<file path="src/design/fractional_pll_setting_calc_assert.svh">
// ---------------------------------------------------------------------------
// Assertion macros for the fractional PLL setting calculator
// Checks compile away when SYNTHESIS is defined.
// ---------------------------------------------------------------------------
`ifndef FRACTIONAL_PLL_SETTING_CALC_ASSERT_SVH
`define FRACTIONAL_PLL_SETTING_CALC_ASSERT_SVH
`ifndef SYNTHESIS
`define FPSC_CHECK(label, cond) \
  label: assert property (@(posedge clk) disable iff (!rst_n) (cond)) \
    else $error("check failed");
`define FPSC_IMPLIES(label, ante, cons) \
  label: assert property (@(posedge clk) disable iff (!rst_n) (ante) |-> (cons)) \
    else $error("implication failed");
`else
`define FPSC_CHECK(label, cond)
`define FPSC_IMPLIES(label, ante, cons)
`endif
`endif

</file>
<file path="src/design/fpsc_pkg.sv">
// ---------------------------------------------------------------------------
// fpsc_pkg
// Types, constants and band table of the PLL setting calculator.
// ---------------------------------------------------------------------------
`timescale 1ns / 1ps
package fpsc_pkg;

  localparam int FRAC_BITS  = 16;
  localparam int TGT_W      = 32;
  localparam int REF_W      = 25;
  localparam int FVCO_W     = 34;
  localparam int DIVD_W     = FVCO_W + FRAC_BITS;
  localparam int REM_W      = REF_W;
  localparam int QUO_W      = 32;
  localparam int STEPS_A    = DIVD_W;
  localparam int STEPS_B    = FVCO_W;
  localparam int BAND_COUNT = 10;
  localparam logic [3:0] THREE_PHASE_BIT = 4'h8;
  localparam logic [REF_W-1:0] REF_RESET = REF_W'(28800000);

  localparam logic [31:0] BAND_LIMIT [BAND_COUNT] = '{
    32'd72400000, 32'd81200000, 32'd108300000, 32'd162500000, 32'd216600000,
    32'd325000000, 32'd350000000, 32'd432000000, 32'd667000000, 32'd1200000000
  };
  localparam logic [3:0] BAND_CODE [BAND_COUNT] = '{
    4'hF, 4'hE, 4'hD, 4'hC, 4'hB, 4'hA, 4'h9, 4'h3, 4'h2, 4'h1
  };
  localparam logic [5:0] BAND_DIV [BAND_COUNT] = '{
    6'd48, 6'd40, 6'd32, 6'd24, 6'd16, 6'd12, 6'd8, 6'd8, 6'd6, 6'd4
  };

  typedef struct packed {
    logic [5:0] r;
    logic [3:0] code;
    logic       tph;
  } band_t;

  typedef struct packed {
    logic [5:0]  r;
    logic [3:0]  code;
    logic        tph;
    logic        fzero;
    logic [7:0]  z8;
    logic [15:0] x;
    logic        err;
  } tag_t;

  typedef struct packed {
    logic              valid;
    logic [DIVD_W-1:0] divd;
    logic [REM_W-1:0]  divs;
    logic [REM_W-1:0]  rem;
    logic [QUO_W-1:0]  quo;
    tag_t              tag;
  } cell_t;

  function automatic band_t band_lookup(input logic [TGT_W-1:0] tgt);
    band_t b;
    logic  found;
    b     = '{r: 6'd2, code: 4'h0, tph: 1'b0};
    found = 1'b0;
    for (int i = 0; i < BAND_COUNT; i++) begin
      if (!found && tgt < BAND_LIMIT[i]) begin
        found  = 1'b1;
        b.r    = BAND_DIV[i];
        b.code = BAND_CODE[i];
        b.tph  = |(BAND_CODE[i] & THREE_PHASE_BIT);
      end
    end
    return b;
  endfunction

endpackage

</file>
<file path="src/design/fpsc_div_cell.sv">
// ---------------------------------------------------------------------------
// fpsc_div_cell
// One restoring-division step: one quotient bit, registered.
// ---------------------------------------------------------------------------
`timescale 1ns / 1ps
module fpsc_div_cell (
  input  logic            clk,
  input  logic            rst_n,
  input  logic            en,
  input  fpsc_pkg::cell_t d,
  output fpsc_pkg::cell_t cell_r
);

  logic [fpsc_pkg::REM_W:0] t;
  logic [fpsc_pkg::REM_W:0] diff;
  logic                     ge;
  fpsc_pkg::cell_t          cell_nxt;

  always_comb begin
    t        = {d.rem, d.divd[fpsc_pkg::DIVD_W-1]};
    diff     = t - {1'b0, d.divs};
    ge       = t >= {1'b0, d.divs};
    cell_nxt = d;
    cell_nxt.divd = {d.divd[fpsc_pkg::DIVD_W-2:0], 1'b0};
    cell_nxt.rem  = ge ? diff[fpsc_pkg::REM_W-1:0] : t[fpsc_pkg::REM_W-1:0];
    cell_nxt.quo  = {d.quo[fpsc_pkg::QUO_W-2:0], ge};
  end

  always_ff @(posedge clk) begin
    if (!rst_n) begin
      cell_r.valid <= 1'b0;
    end else if (en) begin
      cell_r <= cell_nxt;
    end
  end

endmodule

</file>
<file path="config.mk">
export PLATFORM = sky130hd
export DESIGN_NAME = fpsc_div_cell
export DESIGN_NICKNAME = d
export VERILOG_FILES = /design/src/design/fractional_pll_setting_calc_assert.svh /design/src/design/fpsc_pkg.sv /design/src/design/fpsc_div_cell.sv
export SDC_FILE = /design/constraint.sdc
export NUM_CORES = 1
export LEC_CHECK = 0
export BUFFER_PORTS_ARGS = -buffer_cell sky130_fd_sc_hd__buf_2
export CORE_UTILIZATION = 35
export DETAILED_ROUTE_END_ITERATION = 16
export GPL_TIMING_DRIVEN = 1
export PLACE_DENSITY = 0.76
export SYNTH_ARGS = -nofsm -noshare
export SYNTH_HDL_FRONTEND = slang
export SYNTH_SLANG_ARGS = --single-unit
</file>
<file path="constraint.sdc">
create_clock -name clk -period 5.4 [get_ports clk]
set_clock_uncertainty 0.2 [all_clocks]
set_input_delay 0.54 -clock clk [delete_from_list [all_inputs] [get_ports clk]]
set_output_delay 0.54 -clock clk [all_outputs]
set_load 0.01 [all_outputs]
</file>
==> out/metrics.yaml <==
clock_network:
  hold_buffers: 0
  cts_made_buffers: 17
  cts_sinks: 169
  insertion_delay_ns: 0.42
  clk_pin_slew_ns: 0.07
  htree_levels: 4
  cts_resized: 0
  cts_root_buffer: "clkbuf_16"
  post_cts_buffers: 0
  cts_tree: "done"
  ctsLongestPathBuffers: 2
drt:
  antenna_left: 0
  dr.first_iter.drc_count: 273
  drtPass1Iterations: 4
  routed_wl_mm: 18.9
  drc: 0
  via_per_inst: 4.57
  wl_per_cell_um: 17.8
  via_count: 4842
layout:
  utilization_pct: 48.9
  final_common_cell: "buf_2"
  mostFrequentLayoutCells: "340 x buf_2, 168 x edfxtp_1, 30 x inv_1, 27 x a21oi_1, 25 x ha_1"
  fill_cells: 1774
  reg.largest.list: "cell_r: 169 flops"
  drive_above_1_share_pct: 50.6
  largest_reg_flops: 169
  area_growth_pct: 37.4
  final_nets: 973
  regMostFlops: "cell_r"
synthesis:
  synth-seq-area-share_pct: 73.3
  synth_cell_types: 55
  synthFlopType: "edfxtp_1"
  ys_ff_latch: 169
  postSynthCellCount: 424
  synth_top_area_share_pct: 73.0
  async_reset_ff_share_pct: 0
  synth_area_leaders: "edfxtp_1 73%, ha_1 4.5%, mux2_4 2.6%, xnor2_1 2.4%, a21oi_1 2.0%"
  synth_fp_nets: 623
  synth-edff-count: 168
  syn_area_um2: 6910
  synth_area_leader_cell: "edfxtp_1"
  avgSynthCellArea_um2: 16.3
  yosys_warnings: 0
worst_setup_path:
  critPathRequiredTime_ns: 5.37
  worst-path-max-fanout: 24
  crit_path_end_kind: "register"
  r2r-start: "cell_r[169]"
  regToRegSetupSlack_ns: 4.57
  critPathLaunchType: "input pin"
  reg2reg_depth: 2
  rr_endpoint: "cell_r[169]"
  critPathCapture: "cell_r[77]"
  arrival_ns: 3.47
  worstSetupStartpoint: "d[168]"
  crit_type: "in2reg"
pwr:
  vdd.ir_drop.worst_mv: 0.219
  p_per_area_nw_per_um2: 341
  leakage_nw: 4.10
placed_design:
  pre_cts_ws_ns: 1.46
  gp_congestion: 0.878
  port_buffers: 340
  hpwlAfterDp_mm: 14.9
sta:
  setup_tns_ns: 0
  final-setup-viol-count: 0
  relSlewSlack_pct: 36.7
  period_needed_ns: 3.50
  finalMaxSlewViolations: 0
  rsz0062_at_grt: "false"
  worst_slew_pin_slew_ns: 0.949
  fmax_mhz: 286
  finalHoldViolCount: 0
  setup_slack_ns: 1.90
  final.period_utilization_pct: 64.8
flow_run:
  timing.max_cap.violations: 0
grt:
  grt_pass1_vias: 4849
  overflow: 0
  grt_max_degree: 102
  grt_pass1_wl_mm: 26.7
  antenna_found_initial: 9
  grt.total_usage_pct: 18.2
status:
  outcome: "completed"
die:
  rows: 51
  initial_core_util_pct: 35.6
  die_area_um2: 20300
  fp.dieH_um: 143
  die_x_um: 143
  core_area_um2: 19400
  io_pins: 343
worst_hold_path:
  hold_class: "in2reg"
metrics by stage:
step / hold slack (ns) / power [W] / instances / instance area (um^2)
final: 0.0872 / 0.00324 / 1060 / 9490
after global routing: 0.0650 / 0.00336 / 1060 / 9490
after CTS: 0.0666 / 0.00327 / 1051 / 9470
after detailed placement: 0.349 / 0.00209 / 1020 / 8900
after global placement: 0.327 / 0.00208 / 1020 / 8900
after floorplan: 0.338 / 0.00189 / 424 / 6910
worst min-delay path by stage:
stage | from | endpoint | cells after the start
final | d[56] | cell_r[57] | 1
after global routing | d[157] | cell_r[158] | 1
after CTS | d[23] | cell_r[23] | 1
after detailed placement | cell_r[169] | cell_r[169] | 2
after global placement | cell_r[169] | cell_r[169] | 2
after floorplan | cell_r[169] | cell_r[169] | 2
synthesized netlist by cell type, drive strengths merged, types with 3 or more instances:
cell type and n:
and3 4, nor2b 5, mux2 17, clkbuf 6, xor2 3, nand2b 4
inv 31, buf 5, nor3 13, nor2 13, o21a 4, nand2 14
nand3 4, a31o 3, a31oi 3, edfxtp 168, nand4 5, a211oi 5
ha 25, a21oi 27, a21o 7, xnor2 19, o21ai 10
power breakdown:
group	leakage [nW]	switching [W]	total, W	internal (W)
Clock	0.277	0.000559	0.00117	0.000615
Sequential	1.59	0.0000221	0.00158	0.00156
Combinational	2.23	0.000262	0.000485	0.000222
worst max-delay path, cell delays in order:
cell and delay, ns:
buf_2 0.10, inv_1 0.05, ha_1 0.14, inv_1 0.05, fa_1 0.39, a21o_1 0.20, a311o_1 0.37, nor2b_4 0.14
a2111o_1 0.43, and3_1 0.36, nor2_8 0.18, inv_4 0.16, mux2_4 0.34
logic make-up (layout without fill, tap and decap cells):
| kind of cell | after synthesis | in the layout | share of synthesized area, % |
|---|---|---|---|
| multiplexers | 19 | 19 | 3.71 |
| XOR/XNOR | 22 | 22 | 2.79 |
| AO/OA/AOI/OAI | 75 | 75 | 7.06 |
| other | 1 | 10 | 0.0543 |
| adder cells (fa/ha/maj) | 26 | 26 | 4.82 |
| AND/OR/NAND/NOR | 70 | 70 | 5.49 |
| buffers and inverters | 42 | 404 | 2.77 |
| flip-flops | 169 | 169 | 73.3 |
cell type report:
cell class                 count  area, um^2  share of cell area (%)
antenna                        9        22.5                   0.237
clock buffer                  17         425                    4.48
clock inverter                14         144                    1.52
inverter                      31         119                    1.25
multi-input combinational    213        1660                    17.4
sequential                   169        5060                    53.4
tap                          265         332                    3.49
timing repair buffer         342        1730                    18.2
per-layer routing:
| layer | vias to the layer above | share of wire (%) | track usage [%] |
|---|---|---|---|
| met5 | - | 0 | 0 |
| met2 | 194 | 55 | 34.3 |
| met3 | 28 | 7.4 | 5.89 |
| li1 | 2324 | - | - |
| met4 | 0 | 2.6 | 8.66 |
| met1 | 2296 | 35 | 17.7 |
Note: power is estimated with default switching activity, not from simulation.
