## config.mk

```make
export PLATFORM = sky130hd
export DESIGN_NAME = fpsc_recomb
export DESIGN_NICKNAME = d
export VERILOG_FILES = /design/src/design/fractional_pll_setting_calc_assert.svh /design/src/design/fpsc_pkg.sv /design/src/design/fpsc_recomb.sv
export SDC_FILE = /design/constraint.sdc
export NUM_CORES = 2
export LEC_CHECK = 0
export ABC_AREA = 1
export ABC_CLOCK_PERIOD_IN_PS = 8000
export BUFFER_PORTS_ARGS = -buffer_cell sky130_fd_sc_hd__buf_2
export CAP_MARGIN = 5
export CORE_MARGIN = 4
export CORE_UTILIZATION = 58
export DETAILED_ROUTE_END_ITERATION = 8
export PLACE_DENSITY_LB_ADDON = 0.12
export RECOVER_POWER = 25
export SETUP_SLACK_MARGIN = 0.02
export SYNTH_ARGS = -nofsm -noshare
export SYNTH_HDL_FRONTEND = slang
export SYNTH_SLANG_ARGS = --single-unit
export TNS_END_PERCENT = 10
```

## constraint.sdc

```tcl
create_clock -name clk -period 8 [get_ports clk]
set_input_delay 1.2 -clock clk [delete_from_list [all_inputs] [get_ports clk]]
set_output_delay 1.2 -clock clk [all_outputs]
set_load 0.01 [all_outputs]
```

## src/design/fractional_pll_setting_calc_assert.svh

```systemverilog
// ---------------------------------------------------------------------------
// Assertion macros for the fractional PLL setting calculator
// Checks compile away when SYNTHESIS is defined.
// ---------------------------------------------------------------------------
`ifndef FRACTIONAL_PLL_SETTING_CALC_ASSERT_SVH
`define FRACTIONAL_PLL_SETTING_CALC_ASSERT_SVH
`ifndef SYNTHESIS
`define FPSC_CHECK(label, cond) \
  label: assert property (@(posedge clk) disable iff (!rst_n) (cond)) \
    else $error("check failed");
`define FPSC_IMPLIES(label, ante, cons) \
  label: assert property (@(posedge clk) disable iff (!rst_n) (ante) |-> (cons)) \
    else $error("implication failed");
`else
`define FPSC_CHECK(label, cond)
`define FPSC_IMPLIES(label, ante, cons)
`endif
`endif

```

## src/design/fpsc_pkg.sv

```systemverilog
// ---------------------------------------------------------------------------
// fpsc_pkg
// Types, constants and band table of the PLL setting calculator.
// ---------------------------------------------------------------------------
`timescale 1ns / 1ps
package fpsc_pkg;

  localparam int FRAC_BITS  = 16;
  localparam int TGT_W      = 32;
  localparam int REF_W      = 25;
  localparam int FVCO_W     = 34;
  localparam int DIVD_W     = FVCO_W + FRAC_BITS;
  localparam int REM_W      = REF_W;
  localparam int QUO_W      = 32;
  localparam int STEPS_A    = DIVD_W;
  localparam int STEPS_B    = FVCO_W;
  localparam int BAND_COUNT = 10;
  localparam logic [3:0] THREE_PHASE_BIT = 4'h8;
  localparam logic [REF_W-1:0] REF_RESET = REF_W'(28800000);

  localparam logic [31:0] BAND_LIMIT [BAND_COUNT] = '{
    32'd72400000, 32'd81200000, 32'd108300000, 32'd162500000, 32'd216600000,
    32'd325000000, 32'd350000000, 32'd432000000, 32'd667000000, 32'd1200000000
  };
  localparam logic [3:0] BAND_CODE [BAND_COUNT] = '{
    4'hF, 4'hE, 4'hD, 4'hC, 4'hB, 4'hA, 4'h9, 4'h3, 4'h2, 4'h1
  };
  localparam logic [5:0] BAND_DIV [BAND_COUNT] = '{
    6'd48, 6'd40, 6'd32, 6'd24, 6'd16, 6'd12, 6'd8, 6'd8, 6'd6, 6'd4
  };

  typedef struct packed {
    logic [5:0] r;
    logic [3:0] code;
    logic       tph;
  } band_t;

  typedef struct packed {
    logic [5:0]  r;
    logic [3:0]  code;
    logic        tph;
    logic        fzero;
    logic [7:0]  z8;
    logic [15:0] x;
    logic        err;
  } tag_t;

  typedef struct packed {
    logic              valid;
    logic [DIVD_W-1:0] divd;
    logic [REM_W-1:0]  divs;
    logic [REM_W-1:0]  rem;
    logic [QUO_W-1:0]  quo;
    tag_t              tag;
  } cell_t;

  function automatic band_t band_lookup(input logic [TGT_W-1:0] tgt);
    band_t b;
    logic  found;
    b     = '{r: 6'd2, code: 4'h0, tph: 1'b0};
    found = 1'b0;
    for (int i = 0; i < BAND_COUNT; i++) begin
      if (!found && tgt < BAND_LIMIT[i]) begin
        found  = 1'b1;
        b.r    = BAND_DIV[i];
        b.code = BAND_CODE[i];
        b.tph  = |(BAND_CODE[i] & THREE_PHASE_BIT);
      end
    end
    return b;
  endfunction

endpackage

```

## src/design/fpsc_recomb.sv

```systemverilog
// ---------------------------------------------------------------------------
// fpsc_recomb
// Rebuilds the VCO frequency from Z and X; loads the second chain (/ R).
// ---------------------------------------------------------------------------
`timescale 1ns / 1ps
module fpsc_recomb (
  input  logic            clk,
  input  logic            rst_n,
  input  logic            en,
  input  fpsc_pkg::cell_t d,
  output fpsc_pkg::cell_t cell_r
);

  localparam int P1_W = fpsc_pkg::REF_W + 8;
  localparam int P2_W = fpsc_pkg::REF_W + fpsc_pkg::FRAC_BITS;

  logic                        mvalid_r;
  fpsc_pkg::tag_t              mtag_r;
  fpsc_pkg::tag_t              mtag_nxt;
  logic [P1_W-1:0]             p1_r;
  logic [P2_W-1:0]             p2_r;
  logic [fpsc_pkg::FVCO_W-1:0] vco;
  fpsc_pkg::cell_t             cell_nxt;

  always_comb begin
    mtag_nxt    = d.tag;
    mtag_nxt.z8 = d.tag.fzero ? 8'd0 : d.quo[fpsc_pkg::FRAC_BITS+7:fpsc_pkg::FRAC_BITS];
    mtag_nxt.x  = d.tag.fzero ? 16'd0 : d.quo[fpsc_pkg::FRAC_BITS-1:0];
  end

  always_ff @(posedge clk) begin
    if (!rst_n) begin
      mvalid_r <= 1'b0;
    end else if (en) begin
      mvalid_r <= d.valid;
      mtag_r   <= mtag_nxt;
      p1_r     <= P1_W'(d.divs) * P1_W'(mtag_nxt.z8);
      p2_r     <= P2_W'(d.divs) * P2_W'(mtag_nxt.x);
    end
  end

  always_comb begin
    vco = fpsc_pkg::FVCO_W'(p1_r) +
          fpsc_pkg::FVCO_W'(p2_r[P2_W-1:fpsc_pkg::FRAC_BITS]);
    cell_nxt = '0;
    cell_nxt.valid   = mvalid_r;
    cell_nxt.divd    = {vco, {(fpsc_pkg::DIVD_W-fpsc_pkg::FVCO_W){1'b0}}};
    cell_nxt.divs    = fpsc_pkg::REM_W'(mtag_r.r);
    cell_nxt.tag     = mtag_r;
    cell_nxt.tag.err = (vco == '0);
  end

  always_ff @(posedge clk) begin
    if (!rst_n) begin
      cell_r.valid <= 1'b0;
    end else if (en) begin
      cell_r <= cell_nxt;
    end
  end

endmodule
```

==> key figures <==
Critical path
  • Critical Path Fanout Max: 13
  • Crit-path leading delay family: adder cells
  • Worst Path Arrival: 7.63 ns
  • R2r setup slk: 5.27 ns
  • Reg-to-reg startpoint: p1_r[0]$_DFFE_PP_
  • Worst setup path startpoint: d[25]
  • Reg2reg end: cell_r[0]$_DFFE_PP_
  • CP max stage delay: 0.58 ns
  • CP Buf/Inv Count: 6
  • CP Capture Type: flip-flop
  • WP depth: 22
  • Worst Setup EP: p2_r[28]$_DFFE_PP_
  • Worst setup SP type: input pin
  • Slowest CP cell: fa_1
  • Worst Setup Path Type: in2reg
  • Req. time, crit path: 8.28 ns
  • Reg2Reg Depth: 18
  • Most used cell, CP: fa_1
  • Critical-path cell list: clkbuf_1 > inv_2 > nand2_1 > clkinv_1 > buf_4 > nand2_1 > fa_1 > fa_1 > fa_1 > fa_1 > inv_1 > fa_1 > fa_1 > ha_1 > nand2_1 > inv_1 > nand2_1 > o21ai_0 > nor2_1 > o21ai_0 > a21oi_1 > xnor2_1

Layout
  • Most common cell after layout, fill and taps aside: nand2_1
  • Fraction of layout cells with a size suffix above 1: 8.95%
  • Fin nets: 4202
  • Synth-to-Final Area Change: 7.39%
  • Most frequent cells in the layout: nand2_1 (724), inv_1 (693), fa_1 (458), nor2_1 (391), ha_1 (188)
  • Filler instances: 4041
  • Finished Cell Area: 0.0289 mm^2
  • # diodes: 0

Synth
  • Syn Std Cell Area: 0.0269 mm^2
  • Synth top area share: 34.0%
  • Most used DFF post-synth: edfxtp_1
  • EDFF count, synth: 165
  • Sequential area share after synthesis: 18.5%
  • Synthesis-stage register bit count: 167
  • Cells after Synth: 3231
  • Synth warn: 0
  • Synthesized area per cell: 8.34 um^2
  • Post-synthesis cell type count: 44
  • Synth top area cells: fa_1 (34%), edfxtp_1 (18%), nand2_1 (10%)
  • Yosys top cell by area: fa_1
  • Synth async-reset ratio: 0%

Route
  • Wirelength per Cell: 19.7 um
  • Vias per Instance: 5.39
  • Vias: 21.6k
  • First-iteration detailed-routing DRC count: 1597
  • ANT nets after route: 0
  • DRC errors left: 0
  • DRT Pass-1 Iters: 6
  • Routed wire length: 78.8 mm

Power
  • Int Pwr: 4.20 mW
  • Pwr/cell area: 309 mW/mm^2
  • Sw Pwr: 4.75 mW
  • Power share of the combinational group: 74.0%
  • VDD IR max: 0.239 mV
  • Register share of total power: 16.0%
  • Leakage power total: 14.6 nW
  • Clock share of power: 10.0%
  • Switch share: 53.1%

Timing
  • Max Freq: 0.136 GHz
  • Final Hold Viols: 0
  • Final setup violation count: 0
  • Slew at the pin with the worst max-slew slack: 5.04 ns
  • Final Slew Violations: 111
  • Crit path time final: 7.35 ns
  • Clock skew: 0.0213 ns
  • Post-Route Setup TNS: 0 ns
  • Hold_ws: 0.404 ns
  • Rel. slew slack: -238%
  • RSZ-0062 raised after global routing: no
  • Final period util: 91.9%

Clock tree
  • CTS tree: yes
  • Clk slew on worst S/H paths: 0.09 ns
  • CTS resizes: 0
  • CTS Buf Count: 17
  • H-tree Lvls: 4
  • # Post-CTS Setup Buffers: 0
  • Worst-Skew Late Latency: 0.50 ns
  • Root Driver: clkbuf_16
  • Clock buffer depth: 2
  • CTS sink count: 167
  • CTS Hold Bufs: 0

Hold path
  • Tightest Hold Check Type: reg2reg

Floorplan
  • Die span in y: 224 um
  • CORE AREA: 0.0457 mm^2
  • Initial core utilization: 59.0%
  • Die width: 224 um
  • Row count: 78
  • DIE AREA: 0.0500 mm^2
  • Ports: 343

Placement
  • Final Wtd Congestion: 0.976
  • Post-DP Area: 0.0284 mm^2
  • DP HPWL: 64.4 mm
  • Port Buf Inserts: 142

GRT
  • Vias in the first global route: 22.5k
  • Total gr overflow: 0
  • Largest net degree at the start of global routing: 111
  • Initial antenna violation count: 1
  • First-pass GRT wire length: 125 mm
  • GR Util All Layers: 32.7%

Status
  • Violated checks: max-capacitance violations, max-slew violations
  • Status: finished, violations left

Run
  • Max cap viols: 1
[worst min-delay path by stage]
stage,slack [ns],endpoint,depth (start not counted),startpoint
global placement,0.40,cell_r[30]$_DFFE_PP_,0,cell_nxt[30]$_DFFE_PP_
floorplan,0.40,cell_r[10]$_DFFE_PP_,0,cell_nxt[10]$_DFFE_PP_
CTS,0.41,cell_r[24]$_DFFE_PP_,0,cell_nxt[24]$_DFFE_PP_
detailed placement,0.40,cell_r[7]$_DFFE_PP_,0,cell_nxt[7]$_DFFE_PP_
global route,0.42,cell_r[23]$_DFFE_PP_,0,cell_nxt[23]$_DFFE_PP_
finish,0.40,cell_r[24]$_DFFE_PP_,0,cell_nxt[24]$_DFFE_PP_
[metal layers]
metal,track usage [%],vias to the layer above,wire (um)
li1,-,9778,-
met1,44.3,10600,31800
met2,50.2,1009,35100
met3,9.23,186,8360
met4,13.4,2,3500
met5,0,-,13
[stage by stage]
stage	total power [mW]	instances	setup slack, ns	utilization, %
floorplan	5.80	3322	1.08	-
global placement	7.90	3964	0.407	62.1
detailed placement	7.97	3964	0.360	62.1
CTS	8.91	3996	0.864	63.5
global route	9.88	3996	0.364	63.4
finish	8.95	3996	0.647	63.4
[state kept, by name (all words and copies together) (netlist names)]
register / count
cell_r: 72
cell_nxt: 36
p1_r: 33
p2_r: 25
mvalid_r: 1
[cells in the mapped netlist, types with 4 or more instances]
library cell  number
xor2_1            35
nor3_1            17
a21oi_1           98
buf_4            100
nand2_1          721
fa_1             458
inv_2             11
o21bai_1           8
o21ai_0           43
xnor2_1           19
edfxtp_1         165
buf_1              4
o21ai_2            4
nand3_1           58
o21a_1             9
a21oi_2            6
nor4_1             6
nand2_2           15
a31oi_1            6
nor2_2             5
clkbuf_1          86
nand4_1           17
clkinv_1          13
o21ai_1            5
a21o_1            13
inv_1            694
ha_1             188
nand3b_1          10
nand3_2            5
nor2_1           391
[logic make-up (layout without fill, tap and decap cells)]
kind of cell / Yosys count / in the layout / synth area share [%]
AO/OA/AOI/OAI: 203 / 203 / 4.35
XOR/XNOR: 54 / 54 / 1.75
adder cells (fa/ha/maj): 646 / 646 / 42.8
buffers and inverters: 908 / 982 / 14.0
flip-flops: 167 / 167 / 18.5
other: 1 / 92 / 0.0139
AND/OR/NAND/NOR: 1252 / 1252 / 18.6
[power by group through the flow]
stage	clock network [mW]	logic, mW	registers, mW
2_1_floorplan	0	4.35	1.45
3_3_place_gp	0	6.46	1.44
3_5_place_dp	0	6.52	1.45
4_1_cts	0.914	6.57	1.43
5_1_grt	0.951	7.49	1.44
6_report	0.896	6.63	1.43
[layout make-up]
type,count,area (um^2),share of cell area [%]
multi-input combinational,2247,18500,63.9
sequential,167,4990,17.3
inverter,718,2700,9.32
timing repair buffer,232,1390,4.82
tap,600,751,2.59
clock buffer,17,425,1.47
clock inverter,15,189,0.653
Note: power is estimated with default switching activity, not from simulation.
