`config.mk`:
```
export PLATFORM = sky130hd
export DESIGN_NAME = fpsc_front
export DESIGN_NICKNAME = d
export VERILOG_FILES = /design/src/design/fractional_pll_setting_calc_assert.svh /design/src/design/fpsc_pkg.sv /design/src/design/fpsc_front.sv
export SDC_FILE = /design/constraint.sdc
export NUM_CORES = 1
export LEC_CHECK = 0
export ABC_AREA = 1
export BUFFER_PORTS_ARGS = -buffer_cell sky130_fd_sc_hd__buf_2
export CAP_MARGIN = 25
export CORE_MARGIN = 2
export CORE_UTILIZATION = 30
export DETAILED_ROUTE_END_ITERATION = 16
export SYNTH_ARGS = -nofsm -noshare
export SYNTH_HDL_FRONTEND = slang
export SYNTH_SLANG_ARGS = --single-unit
```
`constraint.sdc`:
```
create_clock -name clk -period 5.1 [get_ports clk]
set_input_delay 0.255 -clock clk [delete_from_list [all_inputs] [get_ports clk]]
set_output_delay 0.255 -clock clk [all_outputs]
set_load 0.05 [all_outputs]
```
`src/design/fractional_pll_setting_calc_assert.svh`:
```
// ---------------------------------------------------------------------------
// Assertion macros for the fractional PLL setting calculator
// Checks compile away when SYNTHESIS is defined.
// ---------------------------------------------------------------------------
`ifndef FRACTIONAL_PLL_SETTING_CALC_ASSERT_SVH
`define FRACTIONAL_PLL_SETTING_CALC_ASSERT_SVH
`ifndef SYNTHESIS
`define FPSC_CHECK(label, cond) \
  label: assert property (@(posedge clk) disable iff (!rst_n) (cond)) \
    else $error("check failed");
`define FPSC_IMPLIES(label, ante, cons) \
  label: assert property (@(posedge clk) disable iff (!rst_n) (ante) |-> (cons)) \
    else $error("implication failed");
`else
`define FPSC_CHECK(label, cond)
`define FPSC_IMPLIES(label, ante, cons)
`endif
`endif

```
`src/design/fpsc_pkg.sv`:
```
// ---------------------------------------------------------------------------
// fpsc_pkg
// Types, constants and band table of the PLL setting calculator.
// ---------------------------------------------------------------------------
`timescale 1ns / 1ps
package fpsc_pkg;

  localparam int FRAC_BITS  = 16;
  localparam int TGT_W      = 32;
  localparam int REF_W      = 25;
  localparam int FVCO_W     = 34;
  localparam int DIVD_W     = FVCO_W + FRAC_BITS;
  localparam int REM_W      = REF_W;
  localparam int QUO_W      = 32;
  localparam int STEPS_A    = DIVD_W;
  localparam int STEPS_B    = FVCO_W;
  localparam int BAND_COUNT = 10;
  localparam logic [3:0] THREE_PHASE_BIT = 4'h8;
  localparam logic [REF_W-1:0] REF_RESET = REF_W'(28800000);

  localparam logic [31:0] BAND_LIMIT [BAND_COUNT] = '{
    32'd72400000, 32'd81200000, 32'd108300000, 32'd162500000, 32'd216600000,
    32'd325000000, 32'd350000000, 32'd432000000, 32'd667000000, 32'd1200000000
  };
  localparam logic [3:0] BAND_CODE [BAND_COUNT] = '{
    4'hF, 4'hE, 4'hD, 4'hC, 4'hB, 4'hA, 4'h9, 4'h3, 4'h2, 4'h1
  };
  localparam logic [5:0] BAND_DIV [BAND_COUNT] = '{
    6'd48, 6'd40, 6'd32, 6'd24, 6'd16, 6'd12, 6'd8, 6'd8, 6'd6, 6'd4
  };

  typedef struct packed {
    logic [5:0] r;
    logic [3:0] code;
    logic       tph;
  } band_t;

  typedef struct packed {
    logic [5:0]  r;
    logic [3:0]  code;
    logic        tph;
    logic        fzero;
    logic [7:0]  z8;
    logic [15:0] x;
    logic        err;
  } tag_t;

  typedef struct packed {
    logic              valid;
    logic [DIVD_W-1:0] divd;
    logic [REM_W-1:0]  divs;
    logic [REM_W-1:0]  rem;
    logic [QUO_W-1:0]  quo;
    tag_t              tag;
  } cell_t;

  function automatic band_t band_lookup(input logic [TGT_W-1:0] tgt);
    band_t b;
    logic  found;
    b     = '{r: 6'd2, code: 4'h0, tph: 1'b0};
    found = 1'b0;
    for (int i = 0; i < BAND_COUNT; i++) begin
      if (!found && tgt < BAND_LIMIT[i]) begin
        found  = 1'b1;
        b.r    = BAND_DIV[i];
        b.code = BAND_CODE[i];
        b.tph  = |(BAND_CODE[i] & THREE_PHASE_BIT);
      end
    end
    return b;
  endfunction

endpackage

```
`src/design/fpsc_front.sv`:
```
// ---------------------------------------------------------------------------
// fpsc_front
// Band lookup and VCO frequency; loads the first division chain.
// ---------------------------------------------------------------------------
`timescale 1ns / 1ps
module fpsc_front (
  input  logic                         clk,
  input  logic                         rst_n,
  input  logic                         en,
  input  logic                         in_valid,
  input  logic [fpsc_pkg::TGT_W-1:0]   target,
  input  logic [fpsc_pkg::REF_W-1:0]   fref,
  output fpsc_pkg::cell_t              cell_r
);

  localparam int PROD_W = fpsc_pkg::TGT_W + 6;

  fpsc_pkg::band_t          band;
  logic [PROD_W-1:0]        prod;
  fpsc_pkg::cell_t          cell_nxt;

  always_comb begin
    band     = fpsc_pkg::band_lookup(target);
    prod     = PROD_W'(target) * PROD_W'(band.r);
    cell_nxt = '0;
    cell_nxt.valid     = in_valid;
    cell_nxt.divd      = {prod[fpsc_pkg::FVCO_W-1:0], {fpsc_pkg::FRAC_BITS{1'b0}}};
    cell_nxt.divs      = fref;
    cell_nxt.tag.r     = band.r;
    cell_nxt.tag.code  = band.code;
    cell_nxt.tag.tph   = band.tph;
    cell_nxt.tag.fzero = (fref == '0);
  end

  always_ff @(posedge clk) begin
    if (!rst_n) begin
      cell_r.valid <= 1'b0;
    end else if (en) begin
      cell_r <= cell_nxt;
    end
  end

endmodule

```
==> results of run 1 <==
==> cell usage in the layout (no fill, tap or decap), types with 5 or more instances in the layout <==
cell type,n
nand2_1,224
nor2_1,204
inv_1,185
buf_2,130
buf_4,111
conb_1,103
fa_1,86
edfxtp_1,68
ha_1,64
nand3_1,47
a21oi_1,37
o21ai_0,27
xor2_1,16
inv_2,15
nand4_1,15
nor2_2,14
nor3_1,9
clkbuf_16,9
nand2_2,8
o21bai_1,7
xnor2_1,7
nor4_1,6
a21o_1,5
==> layout make-up <==
| cell class | count | area [um^2] | share of cell area, % |
|---|---|---|---|
| clock inverter | 7 | 90.1 | 0.803 |
| sequential | 69 | 2060 | 18.4 |
| antenna | 2 | 5.00 | 0.0446 |
| tap | 396 | 495 | 4.41 |
| timing repair buffer | 245 | 1560 | 13.9 |
| clock buffer | 9 | 225 | 2.01 |
| multi-input combinational | 914 | 6020 | 53.6 |
| inverter | 202 | 763 | 6.80 |
==> path summary, 6_finish.rpt <==
path,start,endpoint,slack [ps],depth (start not counted)
max,target[27],cell_r[168],280,28
min,fref[19],cell_r[113],100,1
max reg2reg,cell_r[169],cell_r[169],4470,2
min reg2reg,cell_r[169],cell_r[169],550,2
==> worst max-delay path, delay by kind of cell <==
family	cells	cell delay, ps
fa+ha+maj	4	1870
simple gates	15	1450
buf+inv	7	950
compound gates	2	390
==> cells by family after synthesis <==
kind of cell               Yosys count  synth area share, %
adders and majority gates          150                 27.0
AOI/OAI and AO/OA                   90                 5.35
and+or+nand+nor                    548                 25.5
DFF                                 69                 22.1
buffers and inverters              323                 17.8
xor gates and xnor gates            23                 2.16
other                                2               0.0805
==> metal layers <==
| layer | vias to the layer above | part of all wire (%) | wire (um) |
|---|---|---|---|
| met5 | - | 0 | 0 |
| met4 | 0 | 2.1 | 563 |
| met3 | 38 | 7.5 | 2000 |
| met2 | 384 | 44 | 11800 |
| met1 | 3760 | 46 | 12400 |
| li1 | 4027 | - | - |
==> metrics by stage <==
stage	utilization [%]	hold WS, ps
floorplan	-	348
global placement	35.5	453
detailed placement	35.5	450
CTS	36.6	87.5
global route	36.7	96.4
finish	36.7	100
==> repair_timing <==
item,4_1_cts,5_1_grt
setup buffers,0,1
hold buffers,0,0
gates resized for setup,0,11
setup endpoints to repair,0,11
==> power by group <==
group	switching (mW)	leakage, nW	internal [mW]
clock network	0.269	0.153	0.426
registers	0.0173	0.636	0.749
logic	1.32	5.20	0.693
==> metrics.md, run 1 <==
| Metric | Value |
|---|---|
| Status | `finished clean` |
| Biggest register | `cell_r` |
| CP dominant cell by count | `nand2_1` |
| Total Die Area | `0.0325 mm^2` |
| Met1 usage | `22.7%` |
| Yosys warnings | `0` |
| Syn avg cell area | `7.74 um^2` |
| Data arrival time of the critical path | `4910 ps` |
| Synth top cells by count | `224 x nand2_1, 207 x nor2_1, 186 x inv_1` |
| Number of synthesized flops with an enable pin | `68` |
| Die width | `180 um` |
| Path type of the worst min-delay path | `in2reg` |
| I/O Buffers | `130` |
| Setup TNS Final | `0 ps` |
| Clk buf depth | `2` |
| GRT Util Overall | `16.2%` |
| WS Path Type | `in2reg` |
| Clk Tree Root Cell | `clkbuf_16` |
| CP Launch Type | `input port` |
| Largest net degree at the start of global routing | `46` |
| CP endpoint kind | `flop` |
| Area of the core | `0.0306 mm^2` |
| Ys flop type | `edfxtp_1` |
| Final Non-Filler Cells | `1,844` |
| Syn-to-layout area delta | `20.3%` |
| Initial antenna violation count | `2` |
| Starting density of the core | `30.5%` |
| Setup ws final | `279 ps` |
| Final Slew Violations | `0` |
| Minimum clock period | `4820 ps` |
| Layout cells sized above 1 | `21.9%` |
| CP peak stage delay | `550 ps` |
| 1st-pass router iterations | `7` |
| Via count | `8,209` |
| Routed WL | `26.7 mm` |
| Slew @ Worst Pin | `611 ps` |
| Clock Latency Late Sink | `340 ps` |
| F_max | `207 MHz` |
| Grt peak-use layer | `met2` |
| CTS Sinks | `69` |
| Initial DRC Count | `549` |
| Htree depth | `3` |
| Most common cell in the netlist | `nand2_1` |
| Skew final | `0 ps` |
| Grt ovf | `0` |
| Critical path's slowest cell | `fa_1` |
| Dpl ws | `-255 ps` |
| Area share of the largest cell type after synthesis | `21.9%` |
| Final antenna-violating net count | `0` |
| Layout net count | `1,652` |
| Max reg flops | `69` |
| Layout fillers | `3,249` |
| Post-synthesis cell type count | `40` |
| P_leak | `5.99 nW` |
| Routability Congestion | `0.915` |
| DR DRC count | `0` |
| CTS Buf Count | `9` |
| VDD IR max | `0.177 mV` |
| Syn Inst Count | `1,205` |
| Synth async-reset ratio | `0%` |
| Vias in the first global route | `7,916` |
| Global-route wire length before repair | `41.8 mm` |
| FF+latch count, synth | `69` |
| Tot Pwr | `3.47 mW` |
| Count of final setup violators | `0` |
| Sequential area share after synthesis | `22.1%` |
| IO Count | `231` |
| Max Cap Violations | `0` |
| Row count | `64` |
| Area of the mapped netlist | `0.00933 mm^2` |
| Wire length per cell | `14.5 um` |
| Period utilization | `94.5%` |
| Met3 GRT Util | `2.71%` |
| DP HPWL | `22.8 mm` |
| RSZ-0062 raised after global routing | `false` |
| Die Y | `180 um` |
| Cell taking the most area after synthesis | `edfxtp_1` |
| Top flop regs | `cell_r x69` |
| Cell area after layout | `0.0112 mm^2` |
| Placed insts | `1,825` |
| Clock input transition at the sequential cells of the worst setup and hold paths | `60 ps` |
| Ranking of synthesized cells by area | `edfxtp_1 22%, fa_1 18%, nand2_1 9.0%` |
| Met2 Track Usage GR | `25.9%` |
| Vias per cell | `4.45` |
| Final Hold Viols | `0` |
| Total placed instance area | `0.0109 mm^2` |
| Power per standard cell area | `309 mW/mm^2` |
| Critical path peak fanout | `11` |
| Max-Slew Margin vs Limit | `59.2%` |
| CTS tree | `yes` |
| Critical path data required time | `5190 ps` |
No activity file was read; power rests on OpenSTA's default activity.
==> run 2, diff against run 1 <==
- CELL_PAD_IN_SITES_DETAIL_PLACEMENT: default -> 1
- CELL_PAD_IN_SITES_GLOBAL_PLACEMENT: default -> 2
- PLACE_DENSITY_LB_ADDON: default -> 0.1
==> run 2 against run 1 <==
Net effect:
- utilization grew 0.85 points
- critical endpoint is now cell_r[167]
- critical path type unchanged
- worst setup slack got worse by 16 ps
- largest power group unchanged
- clock-buffer cell count stayed put
- maximum frequency decreased by 0.32%
- global-route usage is 2.0 points higher
- sequential power about the same
- wire length increased by 9.4%
- first-iteration DRC count is 55% lower
- critical path depth shrank 2
- largest cell class unchanged
==> metrics.md, run 2 (synthesis results as in run 1) <==
| Metric | Value |
|---|---|
| Status | `finished clean` |
| Routability Congestion | `0.856 (-6.4%)` |
| Skew final | `0 ps (unchanged)` |
| Worst hold slack | `96.1 ps (-4.43 ps)` |
| Htree depth | `3 (unchanged)` |
| I/O Buffers | `130 (unchanged)` |
| Commonest non-fill, non-tap cells in the layout | `224 x nand2_1, 196 x nor2_1, 185 x inv_1` |
| RSZ-0062 raised after global routing | `true` |
| Die Y | `180 um (unchanged)` |
| Cell area after layout | `0.0115 mm^2 (+2.3%)` |
| 1st-pass router iterations | `4 (-3)` |
| Clk Tree Root Cell | `clkbuf_16` |
| Top flop regs | `cell_r x69` |
| Max Cap Violations | `0 (unchanged)` |
| Setup ws final | `263 ps (-15.6 ps)` |
| Clock Latency Late Sink | `340 ps (about the same)` |
| Final core occ | `37.5% (+0.85 points)` |
| F_max | `207 MHz (-0.32%)` |
| Path type of the worst min-delay path | `in2reg` |
| GRT Util Overall | `18.2% (+2.0 points)` |
| Clock input transition at the sequential cells of the worst setup and hold paths | `60 ps (about the same)` |
| Die width | `180 um (unchanged)` |
| Final Non-Filler Cells | `1,868 (+1.3%)` |
| Critical path data required time | `5200 ps (about the same)` |
| Placed insts | `1,851 (+1.4%)` |
| Layout net count | `1,678 (+1.6%)` |
| Via count | `8,114 (-1.2%)` |
| Most common cell after layout, fill and taps aside | `nand2_1` |
| CP Launch Type | `input port` |
| Biggest register | `cell_r` |
| Final Hold Viols | `0 (unchanged)` |
| Slew @ Worst Pin | `904 ps (+293 ps)` |
| Clk buf depth | `2 (unchanged)` |
| CP endpoint kind | `flop` |
| Vias per cell | `4.34 (-2.4%)` |
| CTS Buf Count | `9 (unchanged)` |
| Initial DRC Count | `247 (-55%)` |
| Period utilization | `94.8% (+0.31 points)` |
| Layout cells sized above 1 | `24.0% (+2.1 points)` |
| Routed WL | `29.2 mm (+9.4%)` |
| CTS tree | `yes` |
| Syn-to-layout area delta | `23.0%` |
| Critical path's slowest cell | `fa_1` |
| DR DRC count | `0 (unchanged)` |
| Data arrival time of the critical path | `4940 ps (+30 ps)` |
| Dpl ws | `-345 ps (-90.8 ps)` |
| Count of final setup violators | `0 (unchanged)` |
| Starting density of the core | `30.5% (unchanged)` |
| Critical path peak fanout | `13 (+2)` |
| Vias in the first global route | `8,664 (+9.4%)` |
| Total Die Area | `0.0325 mm^2 (unchanged)` |
| Max reg flops | `69 (unchanged)` |
| Max-Slew Margin vs Limit | `39.7% (-19 points)` |
| CP peak stage delay | `550 ps (about the same)` |
| Initial antenna violation count | `1 (-1)` |
| CTS Sinks | `69 (unchanged)` |
| IO Count | `231 (unchanged)` |
| Final Slew Violations | `0 (unchanged)` |
| Total placed instance area | `0.0111 mm^2 (+2.3%)` |
| Wire length per cell | `15.6 um (+8.0%)` |
| Global-route wire length before repair | `46.6 mm (+12%)` |
| Row count | `64 (unchanged)` |
| VDD IR max | `0.159 mV (-10%)` |
| DP HPWL | `25.5 mm (+12%)` |
| Power per standard cell area | `307 mW/mm^2 (-0.73%)` |
| P_leak | `6.13 nW (+2.4%)` |
| Grt ovf | `0 (unchanged)` |
| Largest net degree at the start of global routing | `69 (+50%)` |
| Ant. Diodes | `0 (-2)` |
| Area of the core | `0.0306 mm^2 (unchanged)` |
| Minimum clock period | `4840 ps (+15.6 ps)` |
| Final antenna-violating net count | `0 (unchanged)` |
| WS Path Type | `in2reg` |
run 2: worst max-delay path: cells and delay by family:
family                   cells  cell delay [ps]
AND/OR/NAND/NOR             12             1620
buffers and inverters        9              980
AO/OA/AOI/OAI                1              190
adder cells (fa/ha/maj)      4             1890
run 2: path summary, 6_finish.rpt:
kind	slack, ps	cells after the start	from	endpoint
setup / recovery	260	26	target[25]	cell_r[167]
hold / removal	100	1	fref[24]	cell_r[118]
setup reg to reg	4460	2	cell_r[169]	cell_r[169]
hold reg to reg	560	2	cell_r[169]	cell_r[169]
run 2: where the power goes:
group          internal (mW)  switching [mW]  total [mW]
Clock                  0.382           0.281       0.663
Sequential             0.749          0.0158       0.765
Combinational          0.736            1.36        2.10
Total                   1.87            1.66        3.53
run 2: through the flow:
| stage | TNS (ps) | power (mW) |
|---|---|---|
| global route | -6.21 | 3.81 |
| detailed placement | -2620 | 2.87 |
| CTS | 0 | 3.57 |
| global placement | -1590 | 2.85 |
| floorplan | 0 | 2.15 |
| finish | 0 | 3.53 |
run 2: final cells by class:
type | count | area, um^2
inverters | 202 | 763
fillers | 3812 | 19100
multi-input cells | 914 | 6050
flip-flops and latches | 69 | 2060
repair buffers | 271 | 1820
well taps | 396 | 495
clock inverters | 7 | 73.8
clock buffers | 9 | 225
run 2: routing by layer:
metal / wire [um] / global-route usage (%)
met2: 13700 / 30.6
met4: 351 / 3.94
met1: 14100 / 25.1
met3: 999 / 2.18
met5: 0 / 0
run 2: timing repair:
action,4_1_cts,5_1_grt
gates resized for setup,0,27
setup endpoints to repair,0,17
hold buffers,0,0
setup buffers,0,1
